### src/hw/rtl/jbfp_pkg.sv
// Package for the joystick/button frame parser.
// Holds the event codes, the framing and decode constants, and the
// three-digit decode helper. No dependencies.
package jbfp_pkg;

  typedef enum logic [1:0] {
    EV_NONE   = 2'd0,
    EV_BUTTON = 2'd1,
    EV_JOY    = 2'd2,
    EV_ERROR  = 2'd3
  } ev_t;

  localparam logic [7:0] STX_CODE = 8'h02;
  localparam logic [7:0] ETX_CODE = 8'h03;

  // frame positions
  localparam logic [3:0] POS_IDLE   = 4'd0;
  localparam logic [3:0] POS_BUTTON = 4'd2;
  localparam logic [3:0] POS_JOY    = 4'd7;
  localparam logic [3:0] POS_LAST   = 4'd6;

  localparam int NUM_BYTES = 6;

  localparam logic [6:0] CODE_A = 7'd65;
  localparam logic [6:0] CODE_L = 7'd76;

  localparam logic signed [14:0] ASCII_ZERO = 15'sd48;
  localparam logic signed [14:0] JOY_OFFSET = 15'sd200;
  localparam logic signed [14:0] JOY_LIMIT  = 15'sd100;

  typedef logic [6:0] fbyte_t;
  typedef logic signed [14:0] joy_t;

  // (c0-48)*100 + (c1-48)*10 + (c2-48) - 200 on raw 7-bit codes
  function automatic joy_t three_digits(input fbyte_t c0, input fbyte_t c1,
                                        input fbyte_t c2);
    joy_t d0;
    joy_t d1;
    joy_t d2;
    d0 = $signed({8'b0, c0}) - ASCII_ZERO;
    d1 = $signed({8'b0, c1}) - ASCII_ZERO;
    d2 = $signed({8'b0, c2}) - ASCII_ZERO;
    return d0 * 15'sd100 + d1 * 15'sd10 + d2 - JOY_OFFSET;
  endfunction

endpackage

### src/hw/rtl/jbfp_if.sv
// Channel interfaces for the joystick/button frame parser.
// jbfp_in_if carries received bytes, jbfp_out_if carries results.
// No dependencies.
interface jbfp_in_if;
  logic       valid;
  logic       ready;
  logic [7:0] rx_byte;

  modport source (output valid, output rx_byte, input ready);
  modport sink   (input valid, input rx_byte, output ready);
endinterface

interface jbfp_out_if;
  logic        valid;
  logic        ready;
  logic [1:0]  frame_event;
  logic [5:0]  button_bits;
  logic        led_on;
  logic signed [7:0] steer_value;
  logic signed [7:0] speed_value;

  modport source (output valid, output frame_event, output button_bits, output led_on,
                  output steer_value, output speed_value, input ready);
  modport sink   (input valid, input frame_event, input button_bits, input led_on,
                  input steer_value, input speed_value, output ready);
endinterface

### src/hw/rtl/jbfp_in_stage.sv
// Input register stage: captures one received byte per request.
// Depends on jbfp_pkg.
module jbfp_in_stage
  import jbfp_pkg::*;
(
  input  logic       clk,
  input  logic       rst_n,
  input  logic       in_valid,
  output logic       in_ready,
  input  logic [7:0] in_byte,
  input  logic       take,       // core consumes the held byte this cycle
  output logic       held_valid,
  output logic [7:0] held_byte
);

  logic       valid_r;
  logic       valid_nxt;
  logic [7:0] byte_r;

  assign in_ready  = !valid_r || take;
  assign valid_nxt = (in_valid && in_ready) || (valid_r && !take);

  always_ff @(posedge clk) begin
    if (!rst_n) begin
      valid_r <= 1'b0;
    end else begin
      valid_r <= valid_nxt;
    end
  end

  always_ff @(posedge clk) begin
    if (in_valid && in_ready) begin
      byte_r <= in_byte;
    end
  end

  assign held_valid = valid_r;
  assign held_byte  = byte_r;

endmodule

### src/hw/rtl/jbfp_core.sv
// Frame parser core: frame position, byte store, button and joystick
// state, and the result register. Depends on jbfp_pkg.
module jbfp_core
  import jbfp_pkg::*;
(
  input  logic       clk,
  input  logic       rst_n,
  input  logic       held_valid,
  input  logic [7:0] held_byte,
  output logic       take,
  output logic       out_valid,
  input  logic       out_ready,
  output ev_t        out_event,
  output logic [5:0] out_buttons,
  output logic       out_led,
  output logic signed [7:0] out_steer,
  output logic signed [7:0] out_speed
);

  logic [3:0]        pos_r, pos_nxt;
  fbyte_t            bytes_r [NUM_BYTES];
  logic [5:0]        btn_r, btn_nxt;
  logic signed [7:0] steer_r, steer_nxt;
  logic signed [7:0] speed_r, speed_nxt;
  logic              wr_en;
  logic [2:0]        wr_idx;
  ev_t               ev;
  logic              res_valid_r;
  ev_t               res_event_r;
  logic [5:0]        res_btn_r;
  logic signed [7:0] res_steer_r, res_speed_r;
  joy_t              steer_v, speed_v;
  logic              joy_ok;
  logic [3:0]        k;
  logic [5:0]        bit_mask;

  assign take = held_valid && (!res_valid_r || out_ready);

  assign steer_v = three_digits(bytes_r[0], bytes_r[1], bytes_r[2]);
  assign speed_v = three_digits(bytes_r[3], bytes_r[4], bytes_r[5]);
  assign joy_ok  = (steer_v >= -JOY_LIMIT) && (steer_v <= JOY_LIMIT) &&
                   (speed_v >= -JOY_LIMIT) && (speed_v <= JOY_LIMIT);

  // A,C,E,.. set a bit; B,D,F,.. clear it
  assign k        = 4'(bytes_r[0] - CODE_A);
  assign bit_mask = 6'(6'd1 << k[3:1]);

  always_comb begin
    pos_nxt   = pos_r;
    btn_nxt   = btn_r;
    steer_nxt = steer_r;
    speed_nxt = speed_r;
    ev        = EV_NONE;
    wr_en     = 1'b0;
    wr_idx    = 3'(pos_r - 4'd1);
    if (pos_r == POS_IDLE) begin
      if (held_byte == STX_CODE) begin
        pos_nxt = 4'd1;
      end
    end else if (held_byte[7] || pos_r > POS_JOY) begin
      ev      = EV_ERROR;
      pos_nxt = POS_IDLE;
    end else if (held_byte == ETX_CODE && pos_r == POS_BUTTON) begin
      ev      = EV_BUTTON;
      pos_nxt = POS_IDLE;
      if (bytes_r[0] inside {[CODE_A:CODE_L]}) begin
        if (!k[0]) begin
          btn_nxt = btn_r | bit_mask;
        end else begin
          btn_nxt = btn_r & ~bit_mask;
        end
      end
    end else if (held_byte == ETX_CODE && pos_r == POS_JOY) begin
      pos_nxt = POS_IDLE;
      if (joy_ok) begin
        ev        = EV_JOY;
        steer_nxt = steer_v[7:0];
        speed_nxt = speed_v[7:0];
      end else begin
        ev = EV_ERROR;
      end
    end else begin
      wr_en   = (pos_r <= POS_LAST);
      pos_nxt = pos_r + 4'd1;
    end
  end

  always_ff @(posedge clk) begin
    if (!rst_n) begin
      pos_r       <= POS_IDLE;
      btn_r       <= '0;
      steer_r     <= '0;
      speed_r     <= '0;
      res_valid_r <= 1'b0;
    end else begin
      if (take) begin
        pos_r   <= pos_nxt;
        btn_r   <= btn_nxt;
        steer_r <= steer_nxt;
        speed_r <= speed_nxt;
      end
      if (take) begin
        res_valid_r <= 1'b1;
      end else if (out_ready) begin
        res_valid_r <= 1'b0;
      end
    end
  end

  always_ff @(posedge clk) begin
    if (take && wr_en) begin
      bytes_r[wr_idx] <= held_byte[6:0];
    end
    if (take) begin
      res_event_r <= ev;
      res_btn_r   <= btn_nxt;
      res_steer_r <= steer_nxt;
      res_speed_r <= speed_nxt;
    end
  end

  assign out_valid   = res_valid_r;
  assign out_event   = res_event_r;
  assign out_buttons = res_btn_r;
  assign out_led     = res_btn_r[0];
  assign out_steer   = res_steer_r;
  assign out_speed   = res_speed_r;

endmodule

### src/hw/rtl/joystick_button_frame_parser.sv
// Joystick/button frame parser, top level.
// An accepted byte reaches its result through the input register, then the
// result register. Throughput: one byte per cycle unless the result channel
// stalls; each byte gives exactly one result. Synchronous active-low reset
// returns the parser to idle and clears buttons, steer and speed.
module joystick_button_frame_parser
  import jbfp_pkg::*;
(
  input  logic clk,
  input  logic rst_n,
  jbfp_in_if.sink    in_ch,
  jbfp_out_if.source out_ch
);

  logic       take;
  logic       held_valid;
  logic [7:0] held_byte;
  ev_t        out_event;

  jbfp_in_stage u_in_stage (
    .clk        (clk),
    .rst_n      (rst_n),
    .in_valid   (in_ch.valid),
    .in_ready   (in_ch.ready),
    .in_byte    (in_ch.rx_byte),
    .take       (take),
    .held_valid (held_valid),
    .held_byte  (held_byte)
  );

  jbfp_core u_core (
    .clk         (clk),
    .rst_n       (rst_n),
    .held_valid  (held_valid),
    .held_byte   (held_byte),
    .take        (take),
    .out_valid   (out_ch.valid),
    .out_ready   (out_ch.ready),
    .out_event   (out_event),
    .out_buttons (out_ch.button_bits),
    .out_led     (out_ch.led_on),
    .out_steer   (out_ch.steer_value),
    .out_speed   (out_ch.speed_value)
  );

  assign out_ch.frame_event = out_event;

endmodule

### src/flat_wrapper.sv
// flat-port wrapper written by rule: the top's interface ports become plain ports
module joystick_button_frame_parser_flat import jbfp_pkg::*;
  (clk, rst_n, in_ch_valid, in_ch_rx_byte, in_ch_ready, out_ch_valid, out_ch_frame_event, out_ch_button_bits, out_ch_led_on, out_ch_steer_value, out_ch_speed_value, out_ch_ready);
  jbfp_in_if in_ch_i ();
  jbfp_out_if out_ch_i ();
  input  logic clk;
  input  logic rst_n;
  input wire logic [$bits(in_ch_i.valid)-1:0] in_ch_valid;
  input wire logic [$bits(in_ch_i.rx_byte)-1:0] in_ch_rx_byte;
  output wire logic [$bits(in_ch_i.ready)-1:0] in_ch_ready;
  output wire logic [$bits(out_ch_i.valid)-1:0] out_ch_valid;
  output wire logic [$bits(out_ch_i.frame_event)-1:0] out_ch_frame_event;
  output wire logic [$bits(out_ch_i.button_bits)-1:0] out_ch_button_bits;
  output wire logic [$bits(out_ch_i.led_on)-1:0] out_ch_led_on;
  output wire logic [$bits(out_ch_i.steer_value)-1:0] out_ch_steer_value;
  output wire logic [$bits(out_ch_i.speed_value)-1:0] out_ch_speed_value;
  input wire logic [$bits(out_ch_i.ready)-1:0] out_ch_ready;
  assign in_ch_i.valid = in_ch_valid;
  assign in_ch_i.rx_byte = in_ch_rx_byte;
  assign in_ch_ready = in_ch_i.ready;
  assign out_ch_valid = out_ch_i.valid;
  assign out_ch_frame_event = out_ch_i.frame_event;
  assign out_ch_button_bits = out_ch_i.button_bits;
  assign out_ch_led_on = out_ch_i.led_on;
  assign out_ch_steer_value = out_ch_i.steer_value;
  assign out_ch_speed_value = out_ch_i.speed_value;
  assign out_ch_i.ready = out_ch_ready;
  joystick_button_frame_parser u_core (.clk(clk), .rst_n(rst_n), .in_ch(in_ch_i), .out_ch(out_ch_i));
endmodule
### config.mk
export PLATFORM = sky130hd
export DESIGN_NAME = joystick_button_frame_parser_flat
export DESIGN_NICKNAME = d
export VERILOG_FILES = /design/src/hw/rtl/jbfp_pkg.sv /design/src/hw/rtl/jbfp_if.sv /design/src/hw/rtl/jbfp_in_stage.sv /design/src/hw/rtl/jbfp_core.sv /design/src/hw/rtl/joystick_button_frame_parser.sv /design/src/flat_wrapper.sv
export SDC_FILE = /design/constraint.sdc
export NUM_CORES = 1
export LEC_CHECK = 0
export ABC_AREA = 0
export ABC_CLOCK_PERIOD_IN_PS = 14790
export BUFFER_PORTS_ARGS = -buffer_cell sky130_fd_sc_hd__buf_4
export CELL_PAD_IN_SITES_DETAIL_PLACEMENT = 1
export CELL_PAD_IN_SITES_GLOBAL_PLACEMENT = 1
export CORE_MARGIN = 10
export CORE_UTILIZATION = 48
export CTS_CLUSTER_SIZE = 16
export DETAILED_ROUTE_END_ITERATION = 12
export HOLD_SLACK_MARGIN = 0.03
export PLACE_DENSITY = 0.76
export SLEW_MARGIN = 20
export SYNTH_ARGS = -nofsm -noshare
export SYNTH_HDL_FRONTEND = slang
export SYNTH_SLANG_ARGS = --single-unit
### constraint.sdc
create_clock -name clk -period 14.79 [get_ports clk]
set_input_delay 0.7395 -clock clk [delete_from_list [all_inputs] [get_ports clk]]
set_output_delay 0.7395 -clock clk [all_outputs]
set_load 0.02 [all_outputs]
==> Word level (Yosys, flattened, before mapping) <==
Memory sizes are Yosys's and may differ from the RTL's.
Index checks and enable logic that the tools add are counted.
{ "totals": {"reg_bits": 60, "in_bits": 12, "n_memories": 1, "out_inout_bits": 27, "ramBits": 42, "wordCells": 100} }
{ "mem_list": {"columns": ["name", "depth", "width", "read_ports", "rd_ports_with_merged_regs", "write_ports", "line", "text"], "rows": [
  ["u_core.u_core.bytes_r", 6, 7, 6, 0, 1, "jbfp_core.sv:21", "fbyte_t bytes_r [NUM_BYTES];"]
]} }
{ "classes": {"reduce_logical": 20, "mux": 32, "mul": 4, "n_eq_ne": 5, "shifts": 1, "addsub": 15, "n_bitwise": 3, "n_lt_le_gt_ge": 8} }
{ "op_table": {"columns": ["operator", "count"], "rows": [
  ["two-way mux 8 bit", 10],
  ["subtractor 7 x 6 -> 8 bit, second input constant", 6],
  ["adder 15 x 13 -> 15 bit", 2],
  ["adder 15 x 8 -> 15 bit", 2],
  [">= comparator 15 x 8 -> 1 bit, second input constant", 2],
  ["<= comparator 15 x 8 -> 1 bit, second input constant", 2],
  ["two-way mux 6 bit", 5],
  ["subtractor 15 x 9 -> 15 bit, second input constant", 2],
  ["multiplier 8 x 6 -> 13 bit, second input constant", 2],
  ["multiplier 8 x 4 -> 12 bit, second input constant", 2],
  ["two-way mux 4 bit", 5],
  ["== test 8 x 2 -> 1 bit, second input constant", 2],
  ["logical AND 1 bit", 10],
  ["two-way mux 1 bit", 9],
  [">= comparator 7 bit, second input constant", 1],
  ["<= comparator 7 bit, second input constant", 1],
  ["bitwise AND 6 bit", 1],
  ["two-way mux 2 bit", 3],
  ["NOT 6 bit", 1],
  ["OR 6 bit", 1],
  ["left shift 1 x 3 -> 6 bit, first input constant", 1],
  ["adder 4 x 1 -> 4 bit, second input constant", 1],
  ["== test 4 x 2 -> 1 bit, second input constant", 1],
  ["== test 4 x 3 -> 1 bit, second input constant", 1],
  ["other kinds (10)", 15]
]} }

==> Depth between registers and ports, before layout <==
An unclocked memory read counts as a cell.
{ "depth": {"ltp_word": 15, "ltp_mapped": 27, "ltp_nobuf": 25} }

==> Modules after synthesis <==
A second synthesis with hierarchy kept.
{ "unflattened": {"cells_unflattened": 819, "area_unflattened_um2": 8638.3} }
{ "modules_own_cells": {"columns": ["mod", "area_each_um2", "cells_per_inst", "seq_area_each_um2", "instances"], "rows": [
  ["jbfp_core", 8340.5, 806, 2522.4, 1],
  ["jbfp_in_stage", 297.8, 13, 260.2, 1]
]} }

==> Least setup slack after synthesis <==
No wires, ideal clock.
{ "synth_path": {"path_type": "register to register", "start": "memory u_core.u_core.bytes_r[3][4] in the netlist's numbering", "end": "register u_core.u_core.res_speed_r[0] (netlist: u_core.u_core.out_speed[0]), data pin", "period_less_slack_ps": 6531, "required_time_ps": 14530, "n_path_buf": 3, "setup_ps": 260, "path_stages_with_launch": 28, "path_slack_ps": 8259, "t_arrival_ps": 6271, "path_cell_list": "edfxtp_1 > ha_1 > xor2_1 > inv_1 > ha_1 > inv_1 > fa_1 > inv_1 > ha_1 > ha_1 > nand3_1 > o211ai_1 > nor2_1 > xor2_1 > ha_1 > fa_1 > inv_1 > ha_1 > clkbuf_1 > nand2_1 > or3_1 > a21o_1 > a211o_1 > a21o_1 > a221o_1 > buf_6 > buf_12 > mux2_4"} }
{ "synth_rtl": {"columns": ["item", "line", "text"], "rows": [
  ["start: declaration", "jbfp_core.sv:21", null],
  ["end signal: assignment", "jbfp_core.sv:118", "res_speed_r <= speed_nxt;"],
  ["end: declaration", "jbfp_core.sv:31", "logic signed [7:0] res_steer_r, res_speed_r;"]
]} }

==> qor.txt <==
Area Overhead vs Synth - 8.92%
Worst path slowest cell - a221o_1
status - finished, final reports clean
site row count - 49
die area - 0.0243 sq mm
top cells by area, synth - edfxtp_1 (25%), ha_1 (20%), fa_1 (8.6%)
Worst EP arrival - 7.35 ns
vias in the first global route - 6979
WL/cell - 18.8 um
sequential cell area fraction in the yosys report - 0.313
standby leakage power - 0.00433 uW
Post-synth EDFFs - 74
vias per cell - 5.60
antenna violations before repair - 0
peak supply drop - 0.0541 mV
layout cell share with drive strength beyond 1 - 0.100
Fin Setup TNS - 0 ns
clock sink total - 102
Synth Area per Inst - 10.5 sq um
Worst Path Required - 14.90 ns
largest net degree at the start of global routing - 45
post-synth top area cell - edfxtp_1
Crit Path Class - reg2reg
YS warnings - 0
async set or reset register ratio after synthesis - 0
post-DP HPWL - 17.3 mm
CP cell instances - ha_1 -> xor2_1 -> inv_1 -> ha_1 -> inv_1 -> fa_1 -> inv_1 -> ha_1 -> ha_1 -> nand3_1 -> o211ai_1 -> nor2_1 -> xor2_1 -> ha_1 -> fa_1 -> inv_1 -> ha_1 -> or4b_2 -> o21ai_0 -> nor4b_1 -> nand4_1 -> a21o_1 -> a221o_1 -> mux2_2
total number of vias - 6257
Yosys reg bits - 102
Util after Layout - 0.535
Mapped Area - 0.00888 sq mm
worst setup margin - 7.55 ns
area fraction of the dominant cell type after synthesis - 0.250
GRT overflow - 0
highest clock rate - 138 MHz
Primary FF master, synth - edfxtp_1
core area - 0.0181 sq mm
DRC viols - 0
DP Worst Slack - 7.55 ns
Critical Path Start Type - flop
Ant. Diodes - 0
PortBufs - 38
die height - 156 um
CTS Buf Count - 9
hold crit path type - reg2reg
multi-input logic area - 0.00558 sq mm
RSZ-0062 raised after global routing - no
most common library cells after synthesis - ha_1 (140), inv_1 (112), edfxtp_1 (74)
slowest stage delay, CP - 0.82 ns
final count of negative-setup-slack endpoints - 0
# IOs - 39
first-pass GRT wire length - 35.1 mm
Layout Nets - 1074
Total Wirelength - 21.0 mm
1st-iter DRT viols - 206
sequential cell area - 0.00278 sq mm
max-cap viol count - 0
CTS Hold Bufs - 0
Total Power - 571 uW
crit path time final - 7.24 ns
antenna-violating nets left - 0
Setup Skew - 0.0103 ns
library cells used by synthesis - 79
Setup Fix Bufs, Post-CTS - 0
PostCTS Resize Cnt - 0
Clk pin slew, worst setup/hold paths - 0.08 ns
Worst slew margin - 0.373
syn nets - 1038
CP Max Fanout - 16
max-slew violations - 0
Worst setup EP type - flop
Hold Fails Final Rpt - 0
clk root buf - clkbuf_16
Placer Congestion - 0.889
initial cell density of the core - 0.491
Final period util - 0.489
total iterations of the first detailed-routing run - 4
count leader, synth - ha_1
Cells after Synth - 848
Power Dens Cells - 59.0 mW/mm^2
CTS tree - done
clk buf depth - 2
Clk Latency, worst-skew pair - 0.36 ns
total global routing track utilization - 0.177
Fillers - 1994
Top cell by count, worst path - ha_1
die width - 156 um
htree depth - 3
worst slew pin tran - 0.940 ns
## sequential cells by signal, indices dropped and copies added, names as in the netlist
register,flops
u_core.u_core.speed_r,8
u_core.u_core.out_speed,8
u_core.u_core.out_buttons,6
u_core.u_in_stage.held_valid,1
u_core.u_core.out_valid,1
u_core.u_core.bytes_r,42
u_core.u_core.pos_r,4
u_core.u_core.steer_r,8
u_core.u_in_stage.held_byte,8
u_core.u_core.out_steer,8
u_core.u_core.out_event,2
u_core.u_core.btn_r,6
## report_power, final
part,switching [uW],internal [uW]
clock network,116,118
registers,4.89,311
logic,12.6,7.97
total,133,437
## metal layers
| layer | GRT usage | wire, um |
|---|---|---|
| met1 | 0.195 | 8640 |
| met2 | 0.333 | 11300 |
| met3 | 0.0226 | 440 |
| met4 | 0.0760 | 687 |
| met5 | 0 | 0 |
## kinds of logic after synthesis
group	Yosys count	share of synthesized area
AND/OR/NAND/NOR	187	0.106
adder cells (fa/ha/maj)	178	0.283
AO/OA/AOI/OAI	155	0.128
buffers and inverters	128	0.0583
flip-flops	102	0.313
XOR/XNOR	59	0.0606
multiplexers	39	0.0513
## worst max-delay path: cells and delay by family (launching register included)
kind,cells,cell delay (ns)
adder cells (fa/ha/maj),8,2.99
AO/OA/AOI/OAI,4,1.39
AND/OR/NAND/NOR,5,1.01
flip-flops,1,0.44
XOR/XNOR,2,0.43
multiplexers,1,0.43
buffers and inverters,4,0.25
## stage by stage
stage / instance area [sq um] / hold WS (ns) / cells
2_1_floorplan: 8880 / 0.431 / 848
3_3_place_gp: 9370 / 0.438 / 1101
3_5_place_dp: 9370 / 0.454 / 1101
4_1_cts: 9660 / 0.469 / 1117
5_1_grt: 9670 / 0.493 / 1118
6_report: 9670 / 0.460 / 1118
## path summary, 6_finish.rpt
kind | to | slack, ns | startpoint | cells past startpoint
worst max-delay path | u_core.u_core.out_speed[7]$_DFFE_PP_ | 7.55 | u_core.u_core.bytes_r[3][4]$_DFFE_PP_ | 24
worst min-delay path | u_core.u_core.steer_r[1]$_SDFFE_PN0P_ | 0.46 | u_core.u_core.steer_r[1]$_SDFFE_PN0P_ | 2
worst max register to register | u_core.u_core.out_speed[7]$_DFFE_PP_ | 7.55 | u_core.u_core.bytes_r[3][4]$_DFFE_PP_ | 24
worst min register to register | u_core.u_core.steer_r[1]$_SDFFE_PN0P_ | 0.46 | u_core.u_core.steer_r[1]$_SDFFE_PN0P_ | 2
## cell usage in the layout (no fill, tap or decap), types with 10 or more instances in the layout
master / synthesis / routed
ha_1: 140 / 140
inv_1: 112 / 112
edfxtp_1: 74 / 74
nand2_1: 58 / 58
nor2_1: 40 / 40
buf_4: 1 / 39
fa_1: 38 / 38
xnor2_1: 34 / 34
a21oi_1: 29 / 29
dfxtp_1: 28 / 28
o21ai_0: 26 / 26
xor2_1: 23 / 23
a21o_1: 18 / 18
mux2i_1: 17 / 17
nand3_1: 13 / 13
nor3_1: 12 / 12
and3_1: 12 / 12
mux2_2: 12 / 12
a211oi_1: 10 / 10
mux2_4: 10 / 10
## layout make-up
type                            instances  area share
Sequential cell                       102       0.288
Tap cell                              229      0.0296
Timing Repair Buffer                   40      0.0318
Clock inverter                          7     0.00685
Multi-Input combinational cell        618       0.577
Clock buffer                            9      0.0233
Inverter                              113      0.0438
Power figures use the tool's default switching activity.
